--- config.mk ---
export PLATFORM = sky130hd
export DESIGN_NAME = network_integer_byte_codec
export DESIGN_NICKNAME = d
export VERILOG_FILES = /design/src/design/nibc_pkg.sv /design/src/design/nibc_enc.sv /design/src/design/nibc_dec.sv /design/src/design/network_integer_byte_codec.sv
export SDC_FILE = /design/constraint.sdc
export NUM_CORES = 1
export LEC_CHECK = 0
export BUFFER_PORTS_ARGS = -buffer_cell sky130_fd_sc_hd__buf_4
export CELL_PAD_IN_SITES_DETAIL_PLACEMENT = 1
export CELL_PAD_IN_SITES_GLOBAL_PLACEMENT = 2
export CORE_MARGIN = 2
export CORE_UTILIZATION = 27
export DETAILED_ROUTE_END_ITERATION = 8
export PLACE_DENSITY_LB_ADDON = 0.1
export SLEW_MARGIN = 15
export SYNTH_ARGS = -nofsm -noshare
export SYNTH_HDL_FRONTEND = slang
export SYNTH_HIERARCHICAL = 1
export SYNTH_SLANG_ARGS = --single-unit
--- constraint.sdc ---
create_clock -name clk -period 15 [get_ports clk]
set_input_delay 1.5 -clock clk [delete_from_list [all_inputs] [get_ports clk]]
set_output_delay 1.5 -clock clk [all_outputs]
set_load 0.05 [all_outputs]
--- src/design/nibc_pkg.sv ---
// ----------------------------------------------------------------------------
// nibc_pkg
// shared opcodes, wire-format constants and types for the integer byte codec
// ----------------------------------------------------------------------------
package nibc_pkg;

  typedef enum logic [1:0] {
    OP_ENC_COMPACT = 2'd0,
    OP_ENC_VARINT  = 2'd1,
    OP_DEC_COMPACT = 2'd2,
    OP_DEC_VARINT  = 2'd3
  } opcode_t;

  localparam logic [7:0] MARK_SHORT = 8'h80;
  localparam logic [7:0] MARK_LONG  = 8'h81;
  localparam logic [7:0] CONT_BIT   = 8'h80;

  localparam logic [2:0] COMPACT_SHORT_LEN = 3'd3;
  localparam logic [2:0] COMPACT_LONG_LEN  = 3'd5;
  localparam logic [2:0] VARINT_MAX_LEN    = 3'd4;

  localparam logic signed [31:0] SMALL_MIN = -32'sd126;
  localparam logic signed [31:0] SMALL_MAX = 32'sd127;
  localparam logic signed [31:0] MID_MIN   = -32'sd32768;
  localparam logic signed [31:0] MID_MAX   = 32'sd32767;

  localparam logic [31:0] VARINT_LIM1 = 32'd1 << 7;
  localparam logic [31:0] VARINT_LIM2 = 32'd1 << 14;
  localparam logic [31:0] VARINT_LIM3 = 32'd1 << 21;

  typedef struct packed {
    logic        hit;
    logic [31:0] value;
  } dec_result_t;

  typedef struct packed {
    logic [7:0] data;
    logic       last;
  } enc_beat_t;

endpackage

--- src/design/nibc_enc.sv ---
// ----------------------------------------------------------------------------
// nibc_enc
// picks one byte of the compact or varint encoding of a value by byte index
// ----------------------------------------------------------------------------
module nibc_enc (
  input  logic               varint,
  input  logic signed [31:0] value,
  input  logic [2:0]         idx,
  output nibc_pkg::enc_beat_t beat
);
  import nibc_pkg::*;

  logic       small_range;
  logic       mid_range;
  logic       big_varint;
  logic [2:0] len;
  logic [7:0] cmp_byte;
  logic [7:0] var_byte;
  logic [6:0] group;
  logic [31:0] uval;

  assign uval        = value;
  assign small_range = (value >= SMALL_MIN) && (value <= SMALL_MAX);
  assign mid_range   = (value >= MID_MIN) && (value <= MID_MAX);
  assign big_varint  = uval[31] || (uval >= VARINT_LIM3);

  always_comb begin
    if (varint) begin
      if (big_varint) len = VARINT_MAX_LEN;
      else if (uval < VARINT_LIM1) len = 3'd1;
      else if (uval < VARINT_LIM2) len = 3'd2;
      else len = 3'd3;
    end else begin
      if (small_range) len = 3'd1;
      else if (mid_range) len = COMPACT_SHORT_LEN;
      else len = COMPACT_LONG_LEN;
    end
  end

  always_comb begin
    unique case (idx)
      3'd0: cmp_byte = small_range ? uval[7:0] : (mid_range ? MARK_SHORT : MARK_LONG);
      3'd1: cmp_byte = uval[7:0];
      3'd2: cmp_byte = uval[15:8];
      3'd3: cmp_byte = uval[23:16];
      3'd4: cmp_byte = uval[31:24];
      default: cmp_byte = 8'd0;
    endcase
  end

  always_comb begin
    unique case (idx)
      3'd0: group = uval[6:0];
      3'd1: group = uval[13:7];
      3'd2: group = uval[20:14];
      default: group = 7'd0;
    endcase
    if (idx == 3'd3) var_byte = uval[28:21];
    else var_byte = (idx < (len - 3'd1)) ? (CONT_BIT | {1'b0, group}) : {1'b0, group};
  end

  assign beat.data = varint ? var_byte : cmp_byte;
  assign beat.last = (idx == (len - 3'd1));

endmodule

--- src/design/nibc_dec.sv ---
// ----------------------------------------------------------------------------
// nibc_dec
// byte-serial decoder state for both formats, one byte per step
// ----------------------------------------------------------------------------
module nibc_dec (
  input  logic                  clk,
  input  logic                  rst,
  input  logic                  step,
  input  logic                  op_varint,
  input  logic [7:0]            in_byte,
  output nibc_pkg::dec_result_t res
);
  import nibc_pkg::*;

  logic [2:0]  bytes_seen, bytes_seen_next;
  logic        decode_format, decode_format_next;
  logic [31:0] partial_value, partial_value_next;
  logic [2:0]  bytes_expected, bytes_expected_next;
  logic        use_varint;
  logic [2:0]  seen_inc;
  logic [31:0] merged;

  assign use_varint = (bytes_seen != 3'd0) ? decode_format : op_varint;
  assign seen_inc   = bytes_seen + 3'd1;

  always_comb begin
    bytes_seen_next     = bytes_seen;
    decode_format_next  = decode_format;
    partial_value_next  = partial_value;
    bytes_expected_next = bytes_expected;
    res.hit             = 1'b0;
    res.value           = 32'd0;
    merged              = 32'd0;
    if (use_varint) begin
      if (bytes_seen == 3'd0) begin
        if (!in_byte[7]) begin
          res.hit   = 1'b1;
          res.value = {24'd0, in_byte};
        end else begin
          decode_format_next  = 1'b1;
          bytes_expected_next = VARINT_MAX_LEN;
          bytes_seen_next     = 3'd1;
          partial_value_next  = {25'd0, in_byte[6:0]};
        end
      end else if (bytes_seen >= 3'd3) begin
        res.hit   = 1'b1;
        res.value = {{3{in_byte[7]}}, in_byte, partial_value[20:0]};
      end else begin
        if (bytes_seen == 3'd1) merged = partial_value | {18'd0, in_byte[6:0], 7'd0};
        else merged = partial_value | {11'd0, in_byte[6:0], 14'd0};
        if (!in_byte[7]) begin
          res.hit   = 1'b1;
          res.value = merged;
        end else begin
          partial_value_next = merged;
          bytes_seen_next    = seen_inc;
        end
      end
    end else begin
      if (bytes_seen == 3'd0) begin
        if (in_byte == MARK_SHORT || in_byte == MARK_LONG) begin
          decode_format_next  = 1'b0;
          bytes_expected_next = (in_byte == MARK_SHORT) ? COMPACT_SHORT_LEN
                                                        : COMPACT_LONG_LEN;
          bytes_seen_next     = 3'd1;
          partial_value_next  = 32'd0;
        end else begin
          res.hit   = 1'b1;
          res.value = {{24{in_byte[7]}}, in_byte};
        end
      end else begin
        unique case (bytes_seen[1:0])
          2'd1: merged = partial_value | {24'd0, in_byte};
          2'd2: merged = partial_value | {16'd0, in_byte, 8'd0};
          2'd3: merged = partial_value | {8'd0, in_byte, 16'd0};
          2'd0: merged = partial_value | {in_byte, 24'd0};
          default: merged = partial_value;
        endcase
        if (seen_inc < bytes_expected) begin
          partial_value_next = merged;
          bytes_seen_next    = seen_inc;
        end else begin
          res.hit   = 1'b1;
          res.value = (bytes_expected == COMPACT_SHORT_LEN)
                      ? {{16{merged[15]}}, merged[15:0]} : merged;
        end
      end
    end
    if (res.hit) begin
      bytes_seen_next     = 3'd0;
      bytes_expected_next = 3'd0;
      partial_value_next  = 32'd0;
    end
  end

  always_ff @(posedge clk) begin
    if (rst) begin
      bytes_seen     <= 3'd0;
      decode_format  <= 1'b0;
      partial_value  <= 32'd0;
      bytes_expected <= 3'd0;
    end else if (step) begin
      bytes_seen     <= bytes_seen_next;
      decode_format  <= decode_format_next;
      partial_value  <= partial_value_next;
      bytes_expected <= bytes_expected_next;
    end
  end

endmodule

--- src/design/network_integer_byte_codec.sv ---
// ----------------------------------------------------------------------------
// network_integer_byte_codec
// compact signed and varint integer encoder/decoder, one item per beat
// ----------------------------------------------------------------------------
// input channel: in_valid/in_stall with opcode, in_value, in_byte
// output channel: out_valid/out_stall with is_value, out_byte, out_value, last
// an item lands in the input register, then its result moves into the output
// register; decode items give zero or one value beat
// encode items give 1 to 5 byte beats, one per cycle while out_stall is low,
// last on the final one; the next item is accepted in the cycle the final byte moves out
// sustained rate is one beat per cycle while out_stall is low, set by the single output register
// when out_stall is high the output beat holds and the input register
// fills, after which in_stall rises
// reset clears both registers and the decoder: no value in progress
// ----------------------------------------------------------------------------
module network_integer_byte_codec (
  input  logic               clk,
  input  logic               rst,
  input  logic               in_valid,
  output logic               in_stall,
  input  logic [1:0]         opcode,
  input  logic signed [31:0] in_value,
  input  logic [7:0]         in_byte,
  output logic               out_valid,
  input  logic               out_stall,
  output logic               is_value,
  output logic [7:0]         out_byte,
  output logic signed [31:0] out_value,
  output logic               last
);
  import nibc_pkg::*;

  logic               in_full;
  opcode_t            op_r;
  logic signed [31:0] value_r;
  logic [7:0]         byte_r;
  logic [2:0]         idx;
  logic               out_ready;
  logic               fire;
  logic               is_enc;
  logic               done;
  logic               has_result;
  logic               accept;
  enc_beat_t          enc_beat;
  dec_result_t        dec_res;

  assign is_enc     = (op_r == OP_ENC_COMPACT) || (op_r == OP_ENC_VARINT);
  assign out_ready  = !out_valid || !out_stall;
  assign fire       = in_full && out_ready;
  assign done       = is_enc ? enc_beat.last : 1'b1;
  assign has_result = is_enc || dec_res.hit;
  assign in_stall   = in_full && !(fire && done);
  assign accept     = in_valid && !in_stall;

  nibc_enc u_enc (
    .varint (op_r == OP_ENC_VARINT),
    .value  (value_r),
    .idx    (idx),
    .beat   (enc_beat)
  );

  nibc_dec u_dec (
    .clk       (clk),
    .rst       (rst),
    .step      (fire && !is_enc),
    .op_varint (op_r == OP_DEC_VARINT),
    .in_byte   (byte_r),
    .res       (dec_res)
  );

  always_ff @(posedge clk) begin
    if (rst) begin
      in_full <= 1'b0;
      idx     <= 3'd0;
    end else if (accept) begin
      in_full <= 1'b1;
      idx     <= 3'd0;
    end else if (fire && done) begin
      in_full <= 1'b0;
    end else if (fire) begin
      idx <= idx + 3'd1;
    end
  end

  always_ff @(posedge clk) begin
    if (accept) begin
      op_r    <= opcode_t'(opcode);
      value_r <= in_value;
      byte_r  <= in_byte;
    end
  end

  always_ff @(posedge clk) begin
    if (rst) begin
      out_valid <= 1'b0;
    end else if (out_ready) begin
      out_valid <= fire && has_result;
    end
  end

  always_ff @(posedge clk) begin
    if (fire) begin
      if (is_enc) begin
        is_value  <= 1'b0;
        out_byte  <= enc_beat.data;
        out_value <= 32'sd0;
        last      <= enc_beat.last;
      end else begin
        is_value  <= 1'b1;
        out_byte  <= 8'd0;
        out_value <= dec_res.value;
        last      <= 1'b1;
      end
    end
  end

endmodule

==> impl_metrics.env, run 1 <==
export IMPL_fin_crit_sh_pct=32.00
export IMPL_synth_common_cells="edfxtp_1, nand2_1, a21oi_1"
export IMPL_start_util_pct=27.29
export IMPL_n_fill_cell=2880
export IMPL_ys_async_sr_fraction_pct=0
export IMPL_total_power_w=0.0009150
export IMPL_r2r_end="u_dec/partial_value[22]$_SDFFE_PP0P_"
export IMPL_cts_root_buf="clkbuf_16"
export IMPL_crit_required_ps=13500
export IMPL_drc_errors=0
export IMPL_drtPass1Iterations=5
export IMPL_via_per_inst=5.304
export IMPL_htree_levels=4
export IMPL_grtUsageTotal_pct=17.46
export IMPL_die_area_um2=27500
export IMPL_synthesis_nets=729
export IMPL_fin_nets=796
export IMPL_pwr_share_seq_pct=45.0
export IMPL_worstPathArrival_ps=3300
export IMPL_drive_gt1_share_pct=23.30
export IMPL_power_internal_w=0.0006647
export IMPL_die_w_um=165.8
export IMPL_status="finished clean"
export IMPL_vdd_ir_drop_max_uv=44.63
export IMPL_io_buffers=89
export IMPL_skew_ps=17.61
export IMPL_synthFlopType="edfxtp_1"
export IMPL_cp_endpoint="in_stall"
export IMPL_power_density_nw_per_um2=107.5
export IMPL_drt_total_wl_um=23680
export IMPL_synth_simple_area_share_pct=17.29
export IMPL_worstMarginPinSlew_ps=1098
export IMPL_worstSetupStartpointType="flop"
export IMPL_hold_buffers=0
export IMPL_crit_fanout=5
export IMPL_p_leak_nw=3.153
export IMPL_num_vias=5760
export IMPL_drv_cap=0
export IMPL_clk_insertion_delay_late_ps=430
export IMPL_rr_worst_depth=9
export IMPL_io_pins=90
export IMPL_synth_most_common_cell="edfxtp_1"
export IMPL_post_cts_buffers=0
export IMPL_synthTopCellsByArea="edfxtp_1, dfxtp_1, a21oi_1"
export IMPL_ant_nets=0
export IMPL_core_um2=25910
export IMPL_synth_largest_area_cell="edfxtp_1"
export IMPL_synth_distinct_cells=82
export IMPL_antenna_found_initial=2
export IMPL_final_max_slew_viol_count=0
export IMPL_ys_seq_elements=128
export IMPL_synthCells=671
export IMPL_cts_tree="yes"
export IMPL_synth_xor_area_share_pct=0
export IMPL_hold_class="reg -> reg"
export IMPL_clockBufferDepth=2
export IMPL_synthAdderAreaFrac_pct=2.124
export IMPL_cp_end_kind="output port"
export IMPL_wl_per_cell_um=21.80
export IMPL_max_freq_mhz=208.3
export IMPL_dpl_worst_slack_ps=10700
export IMPL_synth_top_family_by_area="compound AO/OA/AOI/OAI gates"
export IMPL_power_switching_w=0.0002503
export IMPL_regArea_um2=3403
export IMPL_fin_util_pct=32.84
export IMPL_yosys_warnings=6
export IMPL_worstSetupPathType="reg -> out"
export IMPL_clk_pin_slew_ps=60
export IMPL_power_share_clock_pct=43.7
export IMPL_syn_avg_cell_area_um2=10.54
export IMPL_synth_top_area_share_pct=35.68
export IMPL_rows=59
export IMPL_yosysSeqAreaShare_pct=48.13
export IMPL_cts_sinks=128
export IMPL_die_h_um=165.8
export IMPL_postPlaceCellArea_um2=7945
export IMPL_cts_resized=0
export IMPL_reg2reg_slack_ps=11320
export IMPL_final_area_um2=8508
export IMPL_startpoint="value_r[15]$_DFFE_PP_"
export IMPL_setup_violations=0
export IMPL_rsz0062_at_grt="false"
export IMPL_synth_edf_count=84
export IMPL_gp_congestion=0.8219
export IMPL_setup_ws_ps=10200
export IMPL_n_antenna_cell=0
export IMPL_grt_pass1_vias=5961
export IMPL_tns_ps=0
export IMPL_drtIter0Drc=389
export IMPL_swShare_pct=27.35
export IMPL_grt_max_degree=47
export IMPL_dp_final_hpwl_um=16280
export IMPL_hold_viol_final=0
export IMPL_worst_hold_path_num_cells=1
export IMPL_finalWorstPathRequiredPeriod_ps=4800
export IMPL_syn_area_um2=7071
export IMPL_grt_pass1_wl_um=37150
export IMPL_numCtsBuffers=17
export IMPL_area_growth_pct=20.33
export IMPL_synthMuxAreaShare_pct=5.910
export IMPL_grt_overflow=0
export IMPL_maxSlewHeadroom_pct=26.61
export IMPL_combPwrFrac_pct=11.4
export IMPL_multiInputGateArea_um2=3328
export IMPL_r2r_start="u_dec/bytes_seen[0]$_SDFFE_PP0P_"
export IMPL_synth_compound_area_share_pct=21.52
==> through the flow <==
stage                     hold slack (ps)  cells
final                               482.5   1086
after global routing                510.9   1086
after CTS                           486.9   1086
after detailed placement            470.6   1054
after global placement              462.9   1054
after floorplan                     438.1    671
==> routing by layer <==
| metal | track usage [%] | wire (um) | share of wire [%] |
|---|---|---|---|
| met5 | 0 | 0 | 0 |
| met4 | 4.688 | 309 | 1.3 |
| met3 | 3.670 | 954 | 4.0 |
| met2 | 26.25 | 10480 | 44 |
| met1 | 25.41 | 11930 | 50 |
==> layout make-up <==
type | instances | area share, %
clock buffers | 20 | 5.250
clock inverters | 12 | 1.309
inverters | 15 | 0.6618
multi-input cells | 477 | 39.12
flip-flops and latches | 128 | 40.00
well taps | 335 | 4.926
repair buffers | 99 | 8.735
==> placed cells by master, fill, tap and decap left out, types with 5 or more instances in the layout <==
| cell type | netlist | final |
|---|---|---|
| and3_1 | 8 | 8 |
| nand3_1 | 10 | 10 |
| ha_1 | 12 | 12 |
| mux2i_1 | 20 | 20 |
| mux4_2 | 6 | 6 |
| o22ai_1 | 9 | 9 |
| a22o_1 | 32 | 32 |
| a211o_1 | 10 | 10 |
| a21oi_1 | 63 | 63 |
| a211o_2 | 5 | 5 |
| o211ai_1 | 13 | 13 |
| a31oi_1 | 5 | 5 |
| inv_1 | 14 | 13 |
| nand2_1 | 65 | 65 |
| nand4_1 | 5 | 5 |
| o221ai_1 | 7 | 7 |
| dfxtp_1 | 44 | 44 |
| and2_1 | 37 | 37 |
| clkbuf_16 | 0 | 17 |
| buf_4 | 2 | 99 |
| o21ai_0 | 22 | 22 |
| nor2b_1 | 19 | 19 |
| o31a_1 | 6 | 6 |
| edfxtp_1 | 84 | 84 |
| nor3_1 | 10 | 10 |
| nor4_1 | 7 | 7 |
| nor2_1 | 28 | 28 |
==> cells by family (layout without fill, tap and decap cells) <==
logic type | count (synthesis) | in the layout
buffers and inverters | 66 | 146
AO/OA/AOI/OAI | 212 | 212
flip-flops | 128 | 128
adder cells (fa/ha/maj) | 12 | 12
multiplexers | 31 | 31
AND/OR/NAND/NOR | 222 | 222
==> critical path, stage by stage, from the launching register on <==
cell       delay, ps
edfxtp_1         500
nand4_1          130
nor4_1           290
nand4_1          310
mux2i_1          200
o22ai_1          210
ha_1             270
and3_1           200
o2bb2ai_1        360
and2_1           190
buf_4            190
==> power by group through the flow <==
stage,Combinational [W],Sequential (W),Clock [W]
2_1_floorplan,0.0000494,0.000431,0
3_3_place_gp,0.000105,0.000418,0
3_5_place_dp,0.000105,0.000419,0
4_1_cts,0.000105,0.000411,0.000410
5_1_grt,0.000113,0.000413,0.000425
6_report,0.000104,0.000412,0.000400
==> registers in the layout, summed over array words and instances, names as in the netlist <==
signal,flops
last,1
idx,3
out_byte,8
u_dec/bytes_expected,3
op_r,2
value_r,32
byte_r,8
out_valid,1
out_value,32
u_dec/bytes_seen,3
u_dec/partial_value,32
in_full,1
is_value,1
u_dec/decode_format,1
==> how the worst min path moves through the flow <==
stage                                                   start                                  end  slack (ps)
after floorplan           u_dec/partial_value[9]$_SDFFE_PP0P_  u_dec/partial_value[9]$_SDFFE_PP0P_         440
after global placement    u_dec/partial_value[6]$_SDFFE_PP0P_  u_dec/partial_value[6]$_SDFFE_PP0P_         460
after detailed placement  u_dec/partial_value[2]$_SDFFE_PP0P_  u_dec/partial_value[2]$_SDFFE_PP0P_         470
after CTS                 u_dec/partial_value[3]$_SDFFE_PP0P_  u_dec/partial_value[3]$_SDFFE_PP0P_         490
after global routing      u_dec/partial_value[3]$_SDFFE_PP0P_  u_dec/partial_value[3]$_SDFFE_PP0P_         510
final                     u_dec/partial_value[2]$_SDFFE_PP0P_  u_dec/partial_value[2]$_SDFFE_PP0P_         480
Power figures use the tool's default switching activity.
==> run 2, diff against run 1 <==
- clock period: 15 -> 4.65 ns (I/O delays scaled with it)
==> impl_metrics.env, run 2 (synthesis results as in run 1) <==
export IMPL_power_internal_w=0.002247
export IMPL_die_w_um=165.8
export IMPL_power_density_nw_per_um2=358.4
export IMPL_grt_overflow=0
export IMPL_r2r_start="u_dec/bytes_seen[0]$_SDFFE_PP0P_"
export IMPL_grt_most_used_layer="met2"
export IMPL_rsz0062_at_grt="false"
export IMPL_drive_gt1_share_pct=23.54
export IMPL_min_delay_start="in_value[11]"
export IMPL_cp_end_kind="output port"
export IMPL_die_h_um=165.8
export IMPL_clockBufferDepth=2
export IMPL_cts_sinks=128
export IMPL_rows=59
export IMPL_vdd_ir_drop_max_uv=182.9
export IMPL_via_per_inst=5.305
export IMPL_slowest_stage="or4_4"
export IMPL_setup_violations=0
export IMPL_hold_buffers=0
export IMPL_drtPass1Iterations=5
export IMPL_grt_util_met1_pct=25.19
export IMPL_maxSlewHeadroom_pct=33.81
export IMPL_grt_max_degree=46
export IMPL_gp_congestion=0.8193
export IMPL_combPwrFrac_pct=10.8
export IMPL_area_growth_pct=21.34
export IMPL_cts_resized=0
export IMPL_crit_fanout=4
export IMPL_grtUsageTotal_pct=17.25
export IMPL_layout_common_cells="buf_4, edfxtp_1, nand2_1, a21oi_1, dfxtp_1"
export IMPL_num_vias=5766
export IMPL_worstPathArrival_ps=3270
export IMPL_worstSetupPathType="reg -> out"
export IMPL_io_buffers=89
export IMPL_skew_ps=10.47
export IMPL_wl_per_cell_um=21.65
export IMPL_setup_ws_ps=912.1
export IMPL_drv_cap=0
export IMPL_numCtsBuffers=17
export IMPL_final_common_cell="buf_4"
export IMPL_hold_class="in -> reg"
export IMPL_io_pins=90
export IMPL_dp_final_hpwl_um=16290
export IMPL_core_um2=25910
export IMPL_max_freq_mhz=267.5
export IMPL_n_antenna_cell=0
export IMPL_startpoint="value_r[18]$_DFFE_PP_"
export IMPL_ant_nets=0
export IMPL_swShare_pct=26.93
export IMPL_crit_required_ps=4180
export IMPL_top_regs="out_value (32), u_dec/partial_value (32), value_r (32)"
export IMPL_start_util_pct=27.29
export IMPL_antenna_found_initial=0
export IMPL_post_cts_buffers=0
export IMPL_slowest_delay_ps=570
export IMPL_grt_pass1_vias=5957
export IMPL_worstSetupStartpointType="flop"
export IMPL_met2_usage_pct=26.25
export IMPL_cts_tree="yes"
export IMPL_drtIter0Drc=245
export IMPL_fin_crit_sh_pct=80.39
export IMPL_status="finished clean"
export IMPL_finalWorstPathRequiredPeriod_ps=3738
export IMPL_hold_viol_final=0
export IMPL_drt_total_wl_um=23530
export IMPL_final_max_slew_viol_count=0
export IMPL_htree_levels=4
export IMPL_cts_root_buf="clkbuf_16"
export IMPL_power_switching_w=0.0008279
export IMPL_p_leak_nw=3.180
export IMPL_die_area_um2=27500
export IMPL_tns_ps=0
export IMPL_dpl_worst_slack_ps=1280
export IMPL_n_fill_cell=2893
export IMPL_pwr_share_seq_pct=43.3
export IMPL_grt_use_met3_pct=3.360
export IMPL_path_cells="or4_4, nor4_4, nand2_1, a21boi_0, ha_1, and3_1, o2bb2ai_1, and2_1, buf_4"
export IMPL_clk_pin_slew_ps=60
export IMPL_power_share_clock_pct=45.9
export IMPL_clk_insertion_delay_late_ps=420
export IMPL_grt_pass1_wl_um=36600
export IMPL_fin_nets=797
export IMPL_worstMarginPinSlew_ps=990.2
export IMPL_drc_errors=0
[run 2: worst paths after layout]
path         slack (ps)                             endpoint  cells past startpoint
min                 210                value_r[11]$_DFFE_PP_                      1
min reg2reg         490  u_dec/partial_value[1]$_SDFFE_PP0P_                      1
max reg2reg        1240  u_dec/partial_value[5]$_SDFFE_PP0P_                      9
max                 910                             in_stall                      9
[run 2: layer usage]
layer / wire (um) / vias up
met4: 176 / 0
met5: 0 / -
met1: 11880 / 2938
met2: 10540 / 131
met3: 926 / 11
li1: - / 2686
[run 2: critical path: cells and delay by family, from the launching register on]
kind            cells  cell delay, ps
compound gates      2             580
flops               1             470
fa+ha+maj           1             270
simple gates        5            1340
buf+inv             1             200
[run 2: layout make-up]
class / instances / area, um2 / share of cell area, %
clock buffer: 18 / 429.2 / 5.002
tap: 335 / 419.2 / 4.886
clock inverter: 14 / 180.2 / 2.100
inverter: 15 / 56.30 / 0.6563
timing repair buffer: 100 / 763.2 / 8.896
multi-input combinational: 477 / 3328 / 38.79
sequential: 128 / 3403 / 39.67
[run 2: stage by stage]
step	utilization [%]	hold slack [ps]	instance area, um2	total power [W]	cells
after floorplan	-	438.1	7071	0.001550	671
after CTS	33.09	193.3	8574	0.003118	1087
after detailed placement	30.74	474.8	7965	0.001690	1055
final	33.11	213.2	8579	0.003075	1087
after global placement	30.74	463.1	7965	0.001686	1055
after global routing	33.11	182.9	8579	0.003199	1087
[run 2: power groups by stage]
stage               logic (W)  registers, W  clock network (W)
floorplan            0.000160       0.00139                  0
global placement     0.000332       0.00135                  0
detailed placement   0.000336       0.00135                  0
CTS                  0.000337       0.00133            0.00145
global route         0.000359       0.00134            0.00150
finish               0.000333       0.00133            0.00141
==> run 3, diff against run 2 <==
- ABC_AREA: unset -> 1
- clock period: 4.65 -> 3.7 ns (I/O delays scaled with it)
==> impl_metrics.env, run 3 <==
export IMPL_status="finished clean"
export IMPL_crit_fanout=8
export IMPL_synthCells=972
export IMPL_power_internal_w=0.002887
export IMPL_power_share_clock_pct=39.1
export IMPL_start_util_pct=27.37
export IMPL_cts_resized=0
export IMPL_ys_async_sr_fraction_pct=0
export IMPL_cp_end_kind="output port"
export IMPL_post_cts_buffers=0
export IMPL_io_pins=90
export IMPL_antenna_found_initial=0
export IMPL_hold_buffers=0
export IMPL_yosysSeqAreaShare_pct=44.75
export IMPL_slowest_stage="edfxtp_1"
export IMPL_total_power_w=0.004291
export IMPL_grt_max_degree=44
export IMPL_n_antenna_cell=0
export IMPL_cts_sinks=128
export IMPL_synth_largest_area_cell="edfxtp_1"
export IMPL_grtUsageTotal_pct=20.27
export IMPL_io_buffers=89
export IMPL_synthesis_nets=1030
export IMPL_htree_levels=4
export IMPL_top_regs="out_value (32), u_dec/partial_value (32), value_r (32)"
export IMPL_synthFlopType="edfxtp_1"
export IMPL_cts_root_buf="clkbuf_16"
export IMPL_die_h_um=171.8
export IMPL_rows=61
export IMPL_core_um2=27780
export IMPL_maxSlewHeadroom_pct=35.41
export IMPL_finalWorstPathRequiredPeriod_ps=3274
export IMPL_skew_ps=17.61
export IMPL_clockBufferDepth=2
export IMPL_synth_common_cells="nand2_1, inv_1, o21ai_0"
export IMPL_worstPathArrival_ps=2900
export IMPL_grt_overflow=0
export IMPL_clk_pin_slew_ps=70
export IMPL_final_max_slew_viol_count=0
export IMPL_hold_viol_final=0
export IMPL_ys_seq_elements=128
export IMPL_pwr_share_seq_pct=39.6
export IMPL_gp_congestion=0.8314
export IMPL_numCtsBuffers=17
export IMPL_drv_cap=0
export IMPL_yosys_warnings=6
export IMPL_setup_violations=0
export IMPL_path_cells="nor2_1, nand2_1, nor3_1, nand2_2, nand2_4, nor2_1, nand2_1, nand2_1, nand2_1, ha_1, nand2_1, nor2_1, inv_1, nand2_4, nand2_4, nand2_4, inv_1, buf_4"
export IMPL_grt_pass1_wl_um=44750
export IMPL_crit_top_cell="nand2_1"
export IMPL_die_w_um=171.8
export IMPL_dp_final_hpwl_um=21480
export IMPL_vdd_ir_drop_max_uv=290.3
export IMPL_power_switching_w=0.001403
export IMPL_clk_insertion_delay_late_ps=420
export IMPL_drc_errors=0
export IMPL_cts_tree="yes"
export IMPL_tns_ps=0
export IMPL_area_growth_pct=21.78
export IMPL_worstMarginPinSlew_ps=967.7
export IMPL_synth_top_area_share_pct=33.17
export IMPL_hold_class="in -> reg"
export IMPL_synth_distinct_cells=40
export IMPL_final_common_cell="nand2_1"
export IMPL_worstSetupPathType="reg -> out"
export IMPL_p_leak_nw=3.914
export IMPL_synth_most_common_cell="nand2_1"
export IMPL_rsz0062_at_grt="false"
export IMPL_syn_avg_cell_area_um2=7.824
export IMPL_die_area_um2=29520
export IMPL_swShare_pct=32.71
export IMPL_synthTopCellsByArea="edfxtp_1, dfxtp_1, nand2_1"
export IMPL_fin_nets=1114
export IMPL_slowest_delay_ps=490
export IMPL_wl_per_cell_um=20.29
export IMPL_power_density_nw_per_um2=463.3
export IMPL_crit_required_ps=3330
export IMPL_syn_area_um2=7605
export IMPL_num_vias=7176
export IMPL_drive_gt1_share_pct=18.99
export IMPL_ant_nets=0
export IMPL_fin_crit_sh_pct=88.50
export IMPL_grt_pass1_vias=7056
export IMPL_drt_total_wl_um=29370
export IMPL_combPwrFrac_pct=21.3
export IMPL_worstSetupStartpointType="flop"
export IMPL_drtIter0Drc=524
export IMPL_layout_common_cells="nand2_1, inv_1, buf_4, o21ai_0, edfxtp_1"
export IMPL_synth_edf_count=84
export IMPL_drtPass1Iterations=5
export IMPL_max_freq_mhz=305.4
export IMPL_via_per_inst=4.959
==> run 3: cell count changes in the layout (fill, tap and decap cells not counted), sizes merged, moves of 21 or more <==
cell / previous run / this run
mux2i: 21 / 0
inv: 19 / 135
o21ai: 25 / 100
a22o: 32 / 0
nor2: 30 / 89
nand3: 11 / 52
and2: 37 / 1
nand2: 65 / 227
==> run 3: cell families (layout without fill, tap and decap cells) <==
family / after synthesis / in the layout / synth area share (%)
adder cells (fa/ha/maj): 12 / 12 / 1.974
AO/OA/AOI/OAI: 252 / 252 / 19.58
AND/OR/NAND/NOR: 394 / 394 / 23.35
flip-flops: 128 / 128 / 44.75
buffers and inverters: 186 / 283 / 10.35
==> run 3: layer usage <==
layer,share of wire [%],GRT usage (%)
met1,55,32.60
met2,39,27.96
met3,5.4,2.876
met4,0.72,4.494
met5,0,0
==> run 3: power by group through the flow <==
stage	clock network, W	logic, W	registers [W]
6_report	0.00168	0.000914	0.00170
5_1_grt	0.00178	0.000998	0.00171
4_1_cts	0.00173	0.000915	0.00170
3_5_place_dp	0	0.000910	0.00173
3_3_place_gp	0	0.000917	0.00173
2_1_floorplan	0	0.000471	0.00183
==> run 3: worst max-delay path, delay by kind of cell (launching register included) <==
| kind | cells | cell delay (ps) |
|---|---|---|
| and+or+nand+nor | 14 | 1420 |
| DFF | 1 | 490 |
| buffers and inverters | 3 | 340 |
| adders and majority gates | 1 | 230 |
==> run 3: area by class of cell <==
type	count	area [um2]
clock buffers	18	429.2
clock inverters	14	141.4
fillers	3416	18520
inverters	137	516.7
multi-input cells	658	3417
flip-flops and latches	128	3403
well taps	378	473.0
repair buffers	114	880.8
==> run 3: worst paths after layout <==
kind / startpoint / endpoint / slack [ps] / cells after the start
min reg2reg: u_dec/bytes_expected[2]$_SDFFE_PP0P_ / u_dec/bytes_expected[2]$_SDFFE_PP0P_ / 480 / 2
max: value_r[11]$_DFFE_PP_ / in_stall / 430 / 18
max reg2reg: u_dec/bytes_seen[0]$_SDFFE_PP0P_ / out_value[19]$_SDFFCE_PN0P_ / 490 / 11
min: in_value[31] / value_r[31]$_DFFE_PP_ / 120 / 1
==> run 3: metrics by stage <==
stage	instances	hold WS, ps	cell area (um2)	worst slack (ps)	utilization (%)
floorplan	972	439.1	7605	329.7	-
global placement	1415	478.3	8691	538.4	31.28
detailed placement	1415	481.4	8691	528.4	31.28
CTS	1447	102.6	9261	371.6	33.34
global route	1447	107.8	9261	180.5	33.34
finish	1447	120.3	9261	425.6	33.34
